$ cat config.mk
export PLATFORM = sky130hd
export DESIGN_NAME = i2c_master_bit_sequencer
export DESIGN_NICKNAME = d
export VERILOG_FILES = /design/src/design/i2cms_pkg.sv /design/src/design/i2c_master_bit_sequencer.sv
export SDC_FILE = /design/constraint.sdc
export NUM_CORES = 1
export LEC_CHECK = 0
export BUFFER_PORTS_ARGS = -buffer_cell sky130_fd_sc_hd__buf_2
export CORE_ASPECT_RATIO = 1.2
export CORE_MARGIN = 8
export CORE_UTILIZATION = 40
export DETAILED_ROUTE_END_ITERATION = 10
export HOLD_SLACK_MARGIN = 0.12
export PLACE_DENSITY = 0.71
export SETUP_SLACK_MARGIN = 0.3
export SYNTH_ARGS = -nofsm -noshare
export SYNTH_HDL_FRONTEND = slang
export SYNTH_SLANG_ARGS = --single-unit
$ cat constraint.sdc
create_clock -name clock -period 2.69 [get_ports clock]
set_clock_uncertainty 0.05 [all_clocks]
set_input_delay 0.269 -clock clock [delete_from_list [all_inputs] [get_ports clock]]
set_output_delay 0.269 -clock clock [all_outputs]
set_load 0.1 [all_outputs]
$ cat src/design/i2cms_pkg.sv
// i2cms_pkg: shared codes, constants and the result beat type of the
// i2c master bit sequencer. No dependencies.

package i2cms_pkg;

   // operation codes on the request channel
   localparam logic [2:0] OP_TICK  = 3'd0;
   localparam logic [2:0] OP_START = 3'd1;
   localparam logic [2:0] OP_STOP  = 3'd2;
   localparam logic [2:0] OP_WRITE = 3'd3;
   localparam logic [2:0] OP_READ  = 3'd4;

   // register indexes (byte address 4*i)
   localparam int          ADDR_W     = 3;
   localparam logic        REG_DELAY  = 1'b0;
   localparam logic        REG_ENABLE = 1'b1;
   localparam logic [15:0] DELAY_RESET = 16'd1000;

   // bit positions in the line register
   localparam int L_SCL  = 0;
   localparam int L_SCLD = 1;
   localparam int L_SDA  = 2;
   localparam int L_SDAD = 3;

   // sequencer phases
   localparam logic [4:0] PH_IDLE    = 5'd0;
   localparam logic [4:0] PH_S1      = 5'd1;
   localparam logic [4:0] PH_S2      = 5'd2;
   localparam logic [4:0] PH_S3      = 5'd3;
   localparam logic [4:0] PH_S4      = 5'd4;
   localparam logic [4:0] PH_P1      = 5'd5;
   localparam logic [4:0] PH_P2      = 5'd6;
   localparam logic [4:0] PH_P3      = 5'd7;
   localparam logic [4:0] PH_WDATA   = 5'd8;
   localparam logic [4:0] PH_WHIGH   = 5'd9;
   localparam logic [4:0] PH_WLOW    = 5'd10;
   localparam logic [4:0] PH_WGAP    = 5'd11;
   localparam logic [4:0] PH_WACKHI  = 5'd12;
   localparam logic [4:0] PH_WACKLO  = 5'd13;
   localparam logic [4:0] PH_RREL    = 5'd14;
   localparam logic [4:0] PH_RHIGH   = 5'd15;
   localparam logic [4:0] PH_RLOW    = 5'd16;
   localparam logic [4:0] PH_RACKHI  = 5'd17;
   localparam logic [4:0] PH_RACKLO  = 5'd18;

   localparam logic [2:0] LAST_BIT = 3'd7;

   typedef struct packed {
      logic       scl_level;
      logic       scl_drive;
      logic       sda_level;
      logic       sda_drive;
      logic       busy_res;
      logic       done_res;
      logic [7:0] read_byte;
      logic       ack_seen;
   } result_type;

endpackage

$ cat src/design/i2c_master_bit_sequencer.sv
// i2c_master_bit_sequencer: bit-level i2c master timed by request ticks.
// Depends on i2cms_pkg for codes, constants and the result beat type.
//
// Usage: every request beat is either a tick (one clock of the bus timebase,
// carrying the sampled SDA level) or a command: start, stop, write byte or
// read byte. A command is taken only while the bus is enabled and idle;
// otherwise it is dropped, but it still returns a result beat. Each request
// beat returns exactly one result beat with the line drives, busy, a done
// pulse, the last read byte and the last write ack.
// The result of an accepted beat is registered in the output register, or
// in the skid register while the output beat is held. Throughput is one
// beat per cycle while req_stall is low; the next state is formed by one
// pass of logic between the state registers and the result register.
// When the receiver stalls, one more beat is parked in a skid register;
// req_stall rises only while that skid register is full.
// Reset clears the sequencer to idle with both lines released, the delay
// unit to 1000 ticks and the bus disabled. Registers: delay unit at byte
// address 0, bus enable at 4; write them only while the block is idle.

module i2c_master_bit_sequencer (
   input  logic                        clock,
   input  logic                        reset,
   // request channel
   input  logic                        req_valid,
   output logic                        req_stall,
   input  logic [2:0]                  req_operation,
   input  logic [7:0]                  req_command_data,
   input  logic                        req_sda_in,
   // result channel
   output logic                        rsp_valid,
   input  logic                        rsp_stall,
   output logic                        rsp_scl_level,
   output logic                        rsp_scl_drive,
   output logic                        rsp_sda_level,
   output logic                        rsp_sda_drive,
   output logic                        rsp_busy_res,
   output logic                        rsp_done_res,
   output logic [7:0]                  rsp_read_byte,
   output logic                        rsp_ack_seen,
   // register port
   input  logic                        psel,
   input  logic                        penable,
   input  logic                        pwrite,
   input  logic [i2cms_pkg::ADDR_W-1:0] paddr,
   input  logic [31:0]                 pwdata,
   output logic [31:0]                 prdata,
   output logic                        pready
);

   // configuration
   logic [15:0] delay_ff, delay_in;
   logic        enable_ff, enable_in;

   // sequencer state
   logic [4:0]  phase_ff, phase_in;
   logic [2:0]  bit_ff, bit_in;
   logic [7:0]  shift_ff, shift_in;
   logic [17:0] wait_ff, wait_in;
   logic        ack_out_ff, ack_out_in;
   logic [3:0]  line_ff, line_in;
   logic        last_ack_ff, last_ack_in;
   logic [7:0]  read_hold_ff, read_hold_in;
   logic        done_in;

   // result side
   i2cms_pkg::result_type out_ff, out_in, skid_ff, skid_in, res;
   logic        out_valid_ff, out_valid_in;
   logic        skid_valid_ff, skid_valid_in;

   logic        in_acc;
   logic        out_free;
   logic        cfg_wr;
   logic        cfg_idx;
   logic [17:0] unit1;
   logic [17:0] unit2;

   assign pready  = 1'b1;
   assign cfg_wr  = psel & penable & pwrite & pready;
   assign cfg_idx = paddr[2];

   always_comb begin
      unique case (cfg_idx)
         i2cms_pkg::REG_DELAY:  prdata = {16'd0, delay_ff};
         i2cms_pkg::REG_ENABLE: prdata = {31'd0, enable_ff};
         default:               prdata = 32'd0;
      endcase
   end

   assign req_stall = skid_valid_ff;
   assign in_acc    = req_valid & ~skid_valid_ff;
   assign out_free  = ~out_valid_ff | ~rsp_stall;

   assign unit1 = {2'b00, delay_ff};
   assign unit2 = {1'b0, delay_ff, 1'b0};

   // next sequencer state for one request beat, then register writes
   always_comb begin
      phase_in     = phase_ff;
      bit_in       = bit_ff;
      shift_in     = shift_ff;
      wait_in      = wait_ff;
      ack_out_in   = ack_out_ff;
      line_in      = line_ff;
      last_ack_in  = last_ack_ff;
      read_hold_in = read_hold_ff;
      delay_in     = delay_ff;
      enable_in    = enable_ff;
      done_in      = 1'b0;

      if (req_operation == i2cms_pkg::OP_TICK) begin
         if (phase_ff != i2cms_pkg::PH_IDLE) begin
            if (wait_ff > 18'd1) begin
               wait_in = wait_ff - 18'd1;
            end else begin
               wait_in = 18'd0;
               unique case (phase_ff)
                  i2cms_pkg::PH_S1: begin
                     line_in[i2cms_pkg::L_SCL] = 1'b1;
                     phase_in = i2cms_pkg::PH_S2;
                     wait_in  = unit1;
                  end
                  i2cms_pkg::PH_S2: begin
                     line_in[i2cms_pkg::L_SDA] = 1'b0;
                     phase_in = i2cms_pkg::PH_S3;
                     wait_in  = unit1;
                  end
                  i2cms_pkg::PH_S3: begin
                     line_in[i2cms_pkg::L_SCL] = 1'b0;
                     phase_in = i2cms_pkg::PH_S4;
                     wait_in  = unit2;
                  end
                  i2cms_pkg::PH_P1: begin
                     line_in[i2cms_pkg::L_SCL] = 1'b1;
                     phase_in = i2cms_pkg::PH_P2;
                     wait_in  = unit1;
                  end
                  i2cms_pkg::PH_P2: begin
                     line_in[i2cms_pkg::L_SDA] = 1'b1;
                     phase_in = i2cms_pkg::PH_P3;
                     wait_in  = unit2;
                  end
                  i2cms_pkg::PH_WDATA: begin
                     line_in[i2cms_pkg::L_SCL] = 1'b1;
                     phase_in = i2cms_pkg::PH_WHIGH;
                     wait_in  = unit2;
                  end
                  i2cms_pkg::PH_WHIGH: begin
                     line_in[i2cms_pkg::L_SCL] = 1'b0;
                     phase_in = i2cms_pkg::PH_WLOW;
                     wait_in  = unit1;
                  end
                  i2cms_pkg::PH_WLOW: begin
                     if (bit_ff < i2cms_pkg::LAST_BIT) begin
                        bit_in = bit_ff + 3'd1;
                        line_in[i2cms_pkg::L_SDA] = shift_ff[7];
                        shift_in = {shift_ff[6:0], 1'b0};
                        phase_in = i2cms_pkg::PH_WDATA;
                     end else begin
                        phase_in = i2cms_pkg::PH_WGAP;
                     end
                     wait_in = unit1;
                  end
                  i2cms_pkg::PH_WGAP: begin
                     // release sda for the slave ack
                     line_in[i2cms_pkg::L_SDAD] = 1'b0;
                     line_in[i2cms_pkg::L_SCL]  = 1'b1;
                     phase_in = i2cms_pkg::PH_WACKHI;
                     wait_in  = unit2;
                  end
                  i2cms_pkg::PH_WACKHI: begin
                     last_ack_in = req_sda_in;
                     line_in[i2cms_pkg::L_SCL] = 1'b0;
                     phase_in = i2cms_pkg::PH_WACKLO;
                     wait_in  = unit1;
                  end
                  i2cms_pkg::PH_WACKLO: begin
                     line_in[i2cms_pkg::L_SDA]  = 1'b1;
                     line_in[i2cms_pkg::L_SDAD] = 1'b1;
                     phase_in = i2cms_pkg::PH_IDLE;
                     done_in  = 1'b1;
                  end
                  i2cms_pkg::PH_RREL: begin
                     line_in[i2cms_pkg::L_SCL] = 1'b1;
                     phase_in = i2cms_pkg::PH_RHIGH;
                     wait_in  = unit2;
                  end
                  i2cms_pkg::PH_RHIGH: begin
                     shift_in = {shift_ff[6:0], req_sda_in};
                     line_in[i2cms_pkg::L_SCL] = 1'b0;
                     phase_in = i2cms_pkg::PH_RLOW;
                     wait_in  = unit2;
                  end
                  i2cms_pkg::PH_RLOW: begin
                     line_in[i2cms_pkg::L_SCL] = 1'b1;
                     wait_in = unit2;
                     if (bit_ff < i2cms_pkg::LAST_BIT) begin
                        bit_in   = bit_ff + 3'd1;
                        phase_in = i2cms_pkg::PH_RHIGH;
                     end else begin
                        // master drives its ack level
                        line_in[i2cms_pkg::L_SDA]  = ack_out_ff;
                        line_in[i2cms_pkg::L_SDAD] = 1'b1;
                        phase_in = i2cms_pkg::PH_RACKHI;
                     end
                  end
                  i2cms_pkg::PH_RACKHI: begin
                     line_in[i2cms_pkg::L_SCL] = 1'b0;
                     phase_in = i2cms_pkg::PH_RACKLO;
                     wait_in  = unit1;
                  end
                  i2cms_pkg::PH_RACKLO: begin
                     read_hold_in = shift_ff;
                     phase_in = i2cms_pkg::PH_IDLE;
                     done_in  = 1'b1;
                  end
                  default: begin
                     // end of start, end of stop, and unused codes
                     phase_in = i2cms_pkg::PH_IDLE;
                     done_in  = 1'b1;
                  end
               endcase
            end
         end
      end else if (req_operation <= i2cms_pkg::OP_READ && enable_ff &&
                   phase_ff == i2cms_pkg::PH_IDLE) begin
         bit_in  = 3'd0;
         wait_in = unit1;
         case (req_operation)
            i2cms_pkg::OP_START: begin
               line_in[i2cms_pkg::L_SDA]  = 1'b1;
               line_in[i2cms_pkg::L_SDAD] = 1'b1;
               phase_in = i2cms_pkg::PH_S1;
            end
            i2cms_pkg::OP_STOP: begin
               line_in[i2cms_pkg::L_SDA]  = 1'b0;
               line_in[i2cms_pkg::L_SDAD] = 1'b1;
               phase_in = i2cms_pkg::PH_P1;
            end
            i2cms_pkg::OP_WRITE: begin
               line_in[i2cms_pkg::L_SDAD] = 1'b1;
               line_in[i2cms_pkg::L_SDA]  = req_command_data[7];
               shift_in = {req_command_data[6:0], 1'b0};
               phase_in = i2cms_pkg::PH_WDATA;
            end
            default: begin
               ack_out_in = req_command_data[0];
               shift_in   = 8'd0;
               line_in[i2cms_pkg::L_SDAD] = 1'b0;
               phase_in = i2cms_pkg::PH_RREL;
            end
         endcase
      end

      // item state only moves on an accepted beat
      if (!in_acc) begin
         phase_in     = phase_ff;
         bit_in       = bit_ff;
         shift_in     = shift_ff;
         wait_in      = wait_ff;
         ack_out_in   = ack_out_ff;
         line_in      = line_ff;
         last_ack_in  = last_ack_ff;
         read_hold_in = read_hold_ff;
      end

      if (cfg_wr) begin
         unique case (cfg_idx)
            i2cms_pkg::REG_DELAY: begin
               delay_in = pwdata[15:0];
            end
            i2cms_pkg::REG_ENABLE: begin
               enable_in = pwdata[0];
               if (!pwdata[0]) begin
                  line_in[i2cms_pkg::L_SCLD] = 1'b0;
                  line_in[i2cms_pkg::L_SDAD] = 1'b0;
                  phase_in = i2cms_pkg::PH_IDLE;
                  wait_in  = 18'd0;
               end else if (!enable_ff) begin
                  line_in = 4'hF;
               end
            end
            default: begin
               delay_in = delay_ff;
            end
         endcase
      end
   end

   always_comb begin
      res.scl_level = line_in[i2cms_pkg::L_SCL];
      res.scl_drive = line_in[i2cms_pkg::L_SCLD];
      res.sda_level = line_in[i2cms_pkg::L_SDA];
      res.sda_drive = line_in[i2cms_pkg::L_SDAD];
      res.busy_res  = (phase_in != i2cms_pkg::PH_IDLE);
      res.done_res  = done_in;
      res.read_byte = read_hold_in;
      res.ack_seen  = last_ack_in;
   end

   // output register with one skid beat
   always_comb begin
      out_in        = out_ff;
      out_valid_in  = out_valid_ff;
      skid_in       = skid_ff;
      skid_valid_in = skid_valid_ff;
      if (out_free) begin
         if (skid_valid_ff) begin
            out_in        = skid_ff;
            out_valid_in  = 1'b1;
            skid_valid_in = 1'b0;
         end else begin
            out_in       = res;
            out_valid_in = in_acc;
         end
      end else if (in_acc) begin
         skid_in       = res;
         skid_valid_in = 1'b1;
      end
   end

   always_ff @(posedge clock) begin
      if (reset) begin
         delay_ff      <= i2cms_pkg::DELAY_RESET;
         enable_ff     <= 1'b0;
         phase_ff      <= i2cms_pkg::PH_IDLE;
         bit_ff        <= 3'd0;
         shift_ff      <= 8'd0;
         wait_ff       <= 18'd0;
         ack_out_ff    <= 1'b1;
         line_ff       <= 4'd0;
         last_ack_ff   <= 1'b0;
         read_hold_ff  <= 8'd0;
         out_valid_ff  <= 1'b0;
         skid_valid_ff <= 1'b0;
      end else begin
         delay_ff      <= delay_in;
         enable_ff     <= enable_in;
         phase_ff      <= phase_in;
         bit_ff        <= bit_in;
         shift_ff      <= shift_in;
         wait_ff       <= wait_in;
         ack_out_ff    <= ack_out_in;
         line_ff       <= line_in;
         last_ack_ff   <= last_ack_in;
         read_hold_ff  <= read_hold_in;
         out_valid_ff  <= out_valid_in;
         skid_valid_ff <= skid_valid_in;
      end
   end

   always_ff @(posedge clock) begin
      out_ff  <= out_in;
      skid_ff <= skid_in;
   end

   assign rsp_valid     = out_valid_ff;
   assign rsp_scl_level = out_ff.scl_level;
   assign rsp_scl_drive = out_ff.scl_drive;
   assign rsp_sda_level = out_ff.sda_level;
   assign rsp_sda_drive = out_ff.sda_drive;
   assign rsp_busy_res  = out_ff.busy_res;
   assign rsp_done_res  = out_ff.done_res;
   assign rsp_read_byte = out_ff.read_byte;
   assign rsp_ack_seen  = out_ff.ack_seen;

   // skid beat only exists behind a held output beat
   assert property (@(posedge clock) disable iff (reset)
      skid_valid_ff |-> out_valid_ff)
      else $error("skid beat without output beat");

   // a finishing beat always reports the master idle
   assert property (@(posedge clock) disable iff (reset)
      (rsp_valid && rsp_done_res) |-> !rsp_busy_res)
      else $error("done beat reports busy");

   // disabled bus never drives either line
   assert property (@(posedge clock) disable iff (reset)
      !enable_ff |-> (!line_ff[i2cms_pkg::L_SCLD] && !line_ff[i2cms_pkg::L_SDAD]))
      else $error("line driven while bus disabled");

   // no pending wait while idle
   assert property (@(posedge clock) disable iff (reset)
      (phase_ff == i2cms_pkg::PH_IDLE) |-> (wait_ff == 18'd0))
      else $error("wait count left over in idle");

   // a stalled full pipe takes no request beat
   assert property (@(posedge clock) disable iff (reset)
      (skid_valid_ff && rsp_stall) |=> skid_valid_ff)
      else $error("skid beat dropped while stalled");

endmodule
* Word level (Yosys, flattened, before mapping)
Index checks and enable logic that the tools add are counted.
Widths: inputs -> output; s select.
** Storage, ports and cells
- Logic and storage cells :: 166
- Flip-flop bits (word level) :: 97
- Bits of input ports :: 54
- Output and inout port bits :: 50
** Cells by class
- Add/subtract/negate cells :: 2
- Equal/unequal tests :: 26
- Bitwise logic cells :: 11
- Reductions and logical operators :: 23
- $lt $le $gt $ge :: 3
- Muxes and demuxes :: 73
** Operators with widths (count)
- $mux 18 :: 8
- $mux 8 :: 10
- $pmux 5 s14 :: 1
- $pmux 32 s2 :: 1
- $mux 5 :: 9
- $eq 5x4->1 const B :: 8
- $pmux 17 s2 :: 1
- $pmux 8 s2 :: 2
- $mux 1 :: 19
- $gt 18x1->1 const B :: 1
- $mux 3 :: 6
- $sub 18x1->18 const B :: 1
- $mux 4 :: 4
- $eq 5x5->1 const B :: 3
- $mux 15 :: 1
- $reduce_or 14->1 :: 1
- $reduce_or 7->1 :: 2
- $mux 2 :: 6
- $pmux 4 s3 :: 1
- $eq 5x2->1 const B :: 2
- $eq 5x3->1 const B :: 2
- $reduce_bool 5->1 :: 2
- $reduce_or 2->1 :: 4
- $not 1->1 :: 7
- 26 further kinds :: 36

* Longest topological paths before layout
- Word-level depth :: 12
- Gate-level depth with buffers :: 10
- Gate-level depth less buffers :: 9

* Worst setup path after synthesis
No wires, ideal clock.
- Path type :: reg-to-reg
- Start point :: reg skid_valid_ff (netlist: req_stall)
- End point :: reg out_ff, in the netlist rsp_ack_seen, data pin
- Slack :: -0.235 ns
- Period minus slack after synthesis :: 2.925 ns
- Library setup time :: 0.260 ns
- Required time :: 2.380 ns
- Data arrival time :: 2.615 ns
- Buffers on the path :: 1
- Stages on the path, launching flop included :: 8
- Cell sequence :: dfxtp_1 nand2b_1 clkbuf_1 a211oi_2 nand2_4 or4_4 mux2_4 mux2_2
** On the way
- Longest elaborated chain between the ends :: 4
** Ends and longest elaborated chain
- start, declared :: line i2c_master_bit_sequencer.sv:68 : logic skid_valid_ff, skid_valid_in;
- start signal, assigned :: line i2c_master_bit_sequencer.sv:347 : skid_valid_ff <= skid_valid_in;
- $not 1->1 :: line i2c_master_bit_sequencer.sv:90 : assign in_acc = req_valid & ~skid_valid_ff;
- $and 1x1->1 :: line i2c_master_bit_sequencer.sv:90
- $mux 1 :: line i2c_master_bit_sequencer.sv:255 : if (!in_acc) begin
- net last_ack_in :: line i2c_master_bit_sequencer.sv:61 : logic last_ack_ff, last_ack_in;
- $mux 15 :: line i2c_master_bit_sequencer.sv:307 : if (skid_valid_ff) begin
- end signal, assigned :: line i2c_master_bit_sequencer.sv:352 : out_ff <= out_in;
- end, declared :: line i2c_master_bit_sequencer.sv:66 : i2cms_pkg::result_type out_ff, out_in, skid_ff, skid_in, res;
The timed path passes the listed nets, and every way through them passes these cells.
A chain may end at the register's enable or synchronous reset.

* Worst setup path after layout
- Start point :: reg wait_ff[4]
- End point :: reg out_ff, in the netlist rsp_ack_seen, data pin
** On the way
- Longest elaborated chain between the ends :: 6
** Ends and longest elaborated chain
- start, declared :: line i2c_master_bit_sequencer.sv:58 : logic [17:0] wait_ff, wait_in;
- start signal, assigned :: line i2c_master_bit_sequencer.sv:341 : wait_ff <= wait_in;
- $gt 18x1->1 :: line i2c_master_bit_sequencer.sv:112 : if (wait_ff > 18'd1) begin
- $mux 1 :: line i2c_master_bit_sequencer.sv:112
- $mux 1 :: line i2c_master_bit_sequencer.sv:111 : if (phase_ff != i2cms_pkg::PH_IDLE) begin
- $mux 1 :: line i2c_master_bit_sequencer.sv:110 : if (req_operation == i2cms_pkg::OP_TICK) begin
- $mux 1 :: line i2c_master_bit_sequencer.sv:255
- net last_ack_in :: line i2c_master_bit_sequencer.sv:61
- $mux 15 :: line i2c_master_bit_sequencer.sv:307
The timed path passes the listed nets, and every way through them passes these cells.

==> flow_summary_export.csv <==
group,metric,value,unit
logic_synthesis,yosys_warnings,0,
logic_synthesis,avgSynthCellArea,8.601,um^2
logic_synthesis,synthTopCellsByCount,"67 x dfxtp_1, 67 x nand2_1, 64 x nor2_1, 37 x a21oi_1, 35 x clkbuf_1",
clock_network,tritoncts,"built",
clock_network,cts-root-buf,"clkbuf_16",
pwr,leakage,3.094,nW
critical_path,cp_cell_sequence,"or3_4 > or2_4 > nor3_4 > nand2_4 > or4_4 > mux2_4 > mux2_2",
clock_network,clk_latency,350,ps
pwr,p_total,3.685,mW
timing,fin_hold_ws,143.5,ps
clock_network,cts.sinks,97,
timing,fmax,386.4,MHz
logic_synthesis,synth_simple_gate_area_share,0.2402,
timing,slew_violations,0,
critical_path,worstSetupPathType,"reg -> reg",
timing,relSlewSlack,0.4972,
logic_synthesis,synth-compound-area-share,0.1994,
global_routing,antenna_found_initial,0,
min_path,hold_path_class,"in -> reg",
logic_synthesis,synth_area_leaders,"dfxtp_1 24%, edfxtp_1 16%, mux2i_1 5.2%, nand2_1 4.5%, nor2_1 4.3%",
critical_path,path_buf_inv,0,
critical_path,critPathLaunchType,"flop",
floorplanning,die_h,145.5,um
logic_synthesis,ys.flop_type,"dfxtp_1",
timing,final.min_clock_period,2588,ps
finish,antenna_cells,0,
detailed_routing,wl_per_cell,18.05,um
global_routing,grt_overflow,0,
critical_path,critPathMaxStageDelay,490,ps
critical_path,worst_path_max_delay_cell,"or4_4",
detailed_routing,antenna_left,0,
timing,tightest_slew,748.5,ps
finish,fin_cells,978,
finish,fillCellCount,1245,
critical_path,path_max_fanout,2,
timing,tns,0,ps
detailed_routing,routed-via-count,5572,
logic_synthesis,netlist_area,5590,um^2
logic_synthesis,ys_ff_latch,97,
placement,io_buffers,68,
placement,place_inst,925,
timing,final-setup-viol-count,0,
floorplanning,coreArea,13760,um^2
floorplanning,ios,104,
clock_network,cts_buffers,9,
logic_synthesis,synth_cells,650,
logic_synthesis,synth_xor_area_frac,0.01880,
clock_network,ctsHtreeMaxLevel,3,
timing,final.period_utilization,0.9620,
status,status,"finished clean",
floorplanning,die_w,123.9,um
logic_synthesis,synthArstFlopShare,0,
pwr,ir_drop,0.4368,mV
global_routing,grt_max_degree,44,
critical_path,crit_path_end_kind,"flop",
detailed_routing,dr.pass1.iters,5,
logic_synthesis,synth_mux_area_frac,0.06670,
logic_synthesis,synthDistinctLibCells,72,
finish,finalNetCount,859,
timing,rsz0062_at_grt,"true",
clock_network,clockBufferDepth,2,
floorplanning,dieArea,18030,um^2
timing,hold_viol,0,
detailed_routing,avgViaCountPerCell,5.697,
global_routing,grt_pass1_vias,5406,
finish,drive_above_1_share,0.3110,
global_routing,grt_pass1_wl,28030,um
logic_synthesis,yosysSeqAreaShare,0.4011,
detailed_routing,wl,17660,um
pwr,power_density,495.4,nW/um^2
detailed_routing,drtIter0Drc,510,
finish,syn2layout_area_growth,33.06,%
logic_synthesis,synth_top_family_by_area,"simple AND/OR/NAND/NOR gates",
detailed_routing,drc,0,
critical_path,worstPathArrival,2650,ps
logic_synthesis,synth_edf_count,30,
placement,gp_congestion,0.9224,
clock_network,clk_pin_slew_worst_paths,70,ps
logic_synthesis,yosysTopAreaCell,"dfxtp_1",
global_routing,grt_usage,0.1955,
placement,dp_hpwl,12190,um
critical_path,critPathTopFamily,"simple AND/OR/NAND/NOR gates",
critical_path,required,2750,ps
logic_synthesis,synth_top_area_frac,0.2399,
run,maxCapViolations,0,
logic_synthesis,synth_fa_ha_area_frac,0.006714,
floorplanning,row_count,47,
floorplanning,start_util,0.4063,
==> what timing repair did <==
action / 4_1_cts / 5_1_grt
resized for setup: 33 / 36
setup endpoints to repair: 50 / 52
hold buffers: 16 / 0
pin swaps: 17 / 14
hold endpoints to repair: 16 / 0
setup buffers: 11 / 10
==> metal layers <==
| metal | up-vias | routed length [um] | track usage |
|---|---|---|---|
| met5 | - | 0 | 0 |
| met2 | 261 | 8570 | 0.3180 |
| met3 | 61 | 1343 | 0.04387 |
| met1 | 2626 | 7039 | 0.2324 |
| li1 | 2624 | - | - |
| met4 | 0 | 703 | 0.1032 |
==> power breakdown <==
part / total [mW] / leakage [nW] / internal [mW] / switching (mW)
Combinational: 0.907 / 2.11 / 0.288 / 0.619
Clock: 1.21 / 0.127 / 0.635 / 0.573
Sequential: 1.57 / 0.857 / 1.54 / 0.0273
Total: 3.68 / 3.09 / 2.47 / 1.22
==> cell type report <==
cell class / count / area [um^2] / share of cell area
clock buffers: 11 / 232.7 / 0.03129
clock inverters: 5 / 38.79 / 0.005214
inverters: 20 / 80.08 / 0.01077
multi-input cells: 490 / 3299 / 0.4436
flip-flops and latches: 97 / 2260 / 0.3038
well taps: 171 / 214.0 / 0.02876
repair buffers: 184 / 1314 / 0.1766
==> state kept, by name, summed over array words and instances (netlist names), 3 cells and up <==
signal / flops
shift_ff: 8
delay_ff: 16
phase_ff: 5
bit_ff: 3
rsp_read_byte: 8
line_ff: 4
wait_ff: 18
read_hold_ff: 8
skid_ff: 15
==> per-stage QoR <==
stage          utilization  setup slack (ps)  instance area, um^2
6_report            0.5406             102.2                 7438
5_1_grt             0.5406             14.58                 7438
4_1_cts             0.5236             12.39                 7206
3_5_place_dp        0.4779             13.81                 6576
3_3_place_gp        0.4779            -3.283                 6576
2_1_floorplan            -             55.87                 5714
==> logic make-up (layout without fill, tap and decap cells) <==
group | count (synthesis) | in the layout
buffers and inverters | 78 | 220
xor gates and xnor gates | 12 | 12
AOI/OAI and AO/OA | 163 | 163
DFF | 97 | 97
adders and majority gates | 3 | 3
and+or+nand+nor | 259 | 259
other | 2 | 17
muxes | 36 | 36
==> cell usage in the layout, fill, tap and decap left out, drive strengths merged, types with 5 or more instances in the layout <==
cell,count
nand2,68
a221oi,8
mux2,7
nand2b,10
nor2b,25
a22oi,15
or4,5
a211oi,9
inv,23
clkbuf,11
o21ai,35
nor3b,5
nor2,64
a21oi,38
o22ai,5
nand3,12
or3,9
nor3,24
edfxtp,30
nor4,6
dlygate4sd3,16
nand3b,7
dfxtp,67
and2,5
buf,168
or2,7
conb,17
xor2,8
a221o,5
o211ai,5
o21a,6
mux2i,29
o221ai,6
==> worst register-to-register path, cell delays in order, from the launching register on <==
cell and delay, ps:
dfxtp_2 320, or3_4 390, or2_4 260, nor3_4 190, nand2_4 90, or4_4 490
mux2_4 320, mux2_2 260
==> path summary, 6_finish.rpt <==
kind / start / to / slack, ps / cells after the start
hold reg to reg: line_ff[0]$_SDFF_PP0_ / line_ff[0]$_SDFF_PP0_ / 410 / 2
setup reg to reg: wait_ff[4]$_SDFF_PP0_ / rsp_ack_seen$_DFFE_PP_ / 100 / 7
hold / removal: pwdata[0] / delay_ff[0]$_SDFFE_PP0P_ / 140 / 3
setup / recovery: wait_ff[4]$_SDFF_PP0_ / rsp_ack_seen$_DFFE_PP_ / 100 / 7
(Power assumes the default switching activity.)
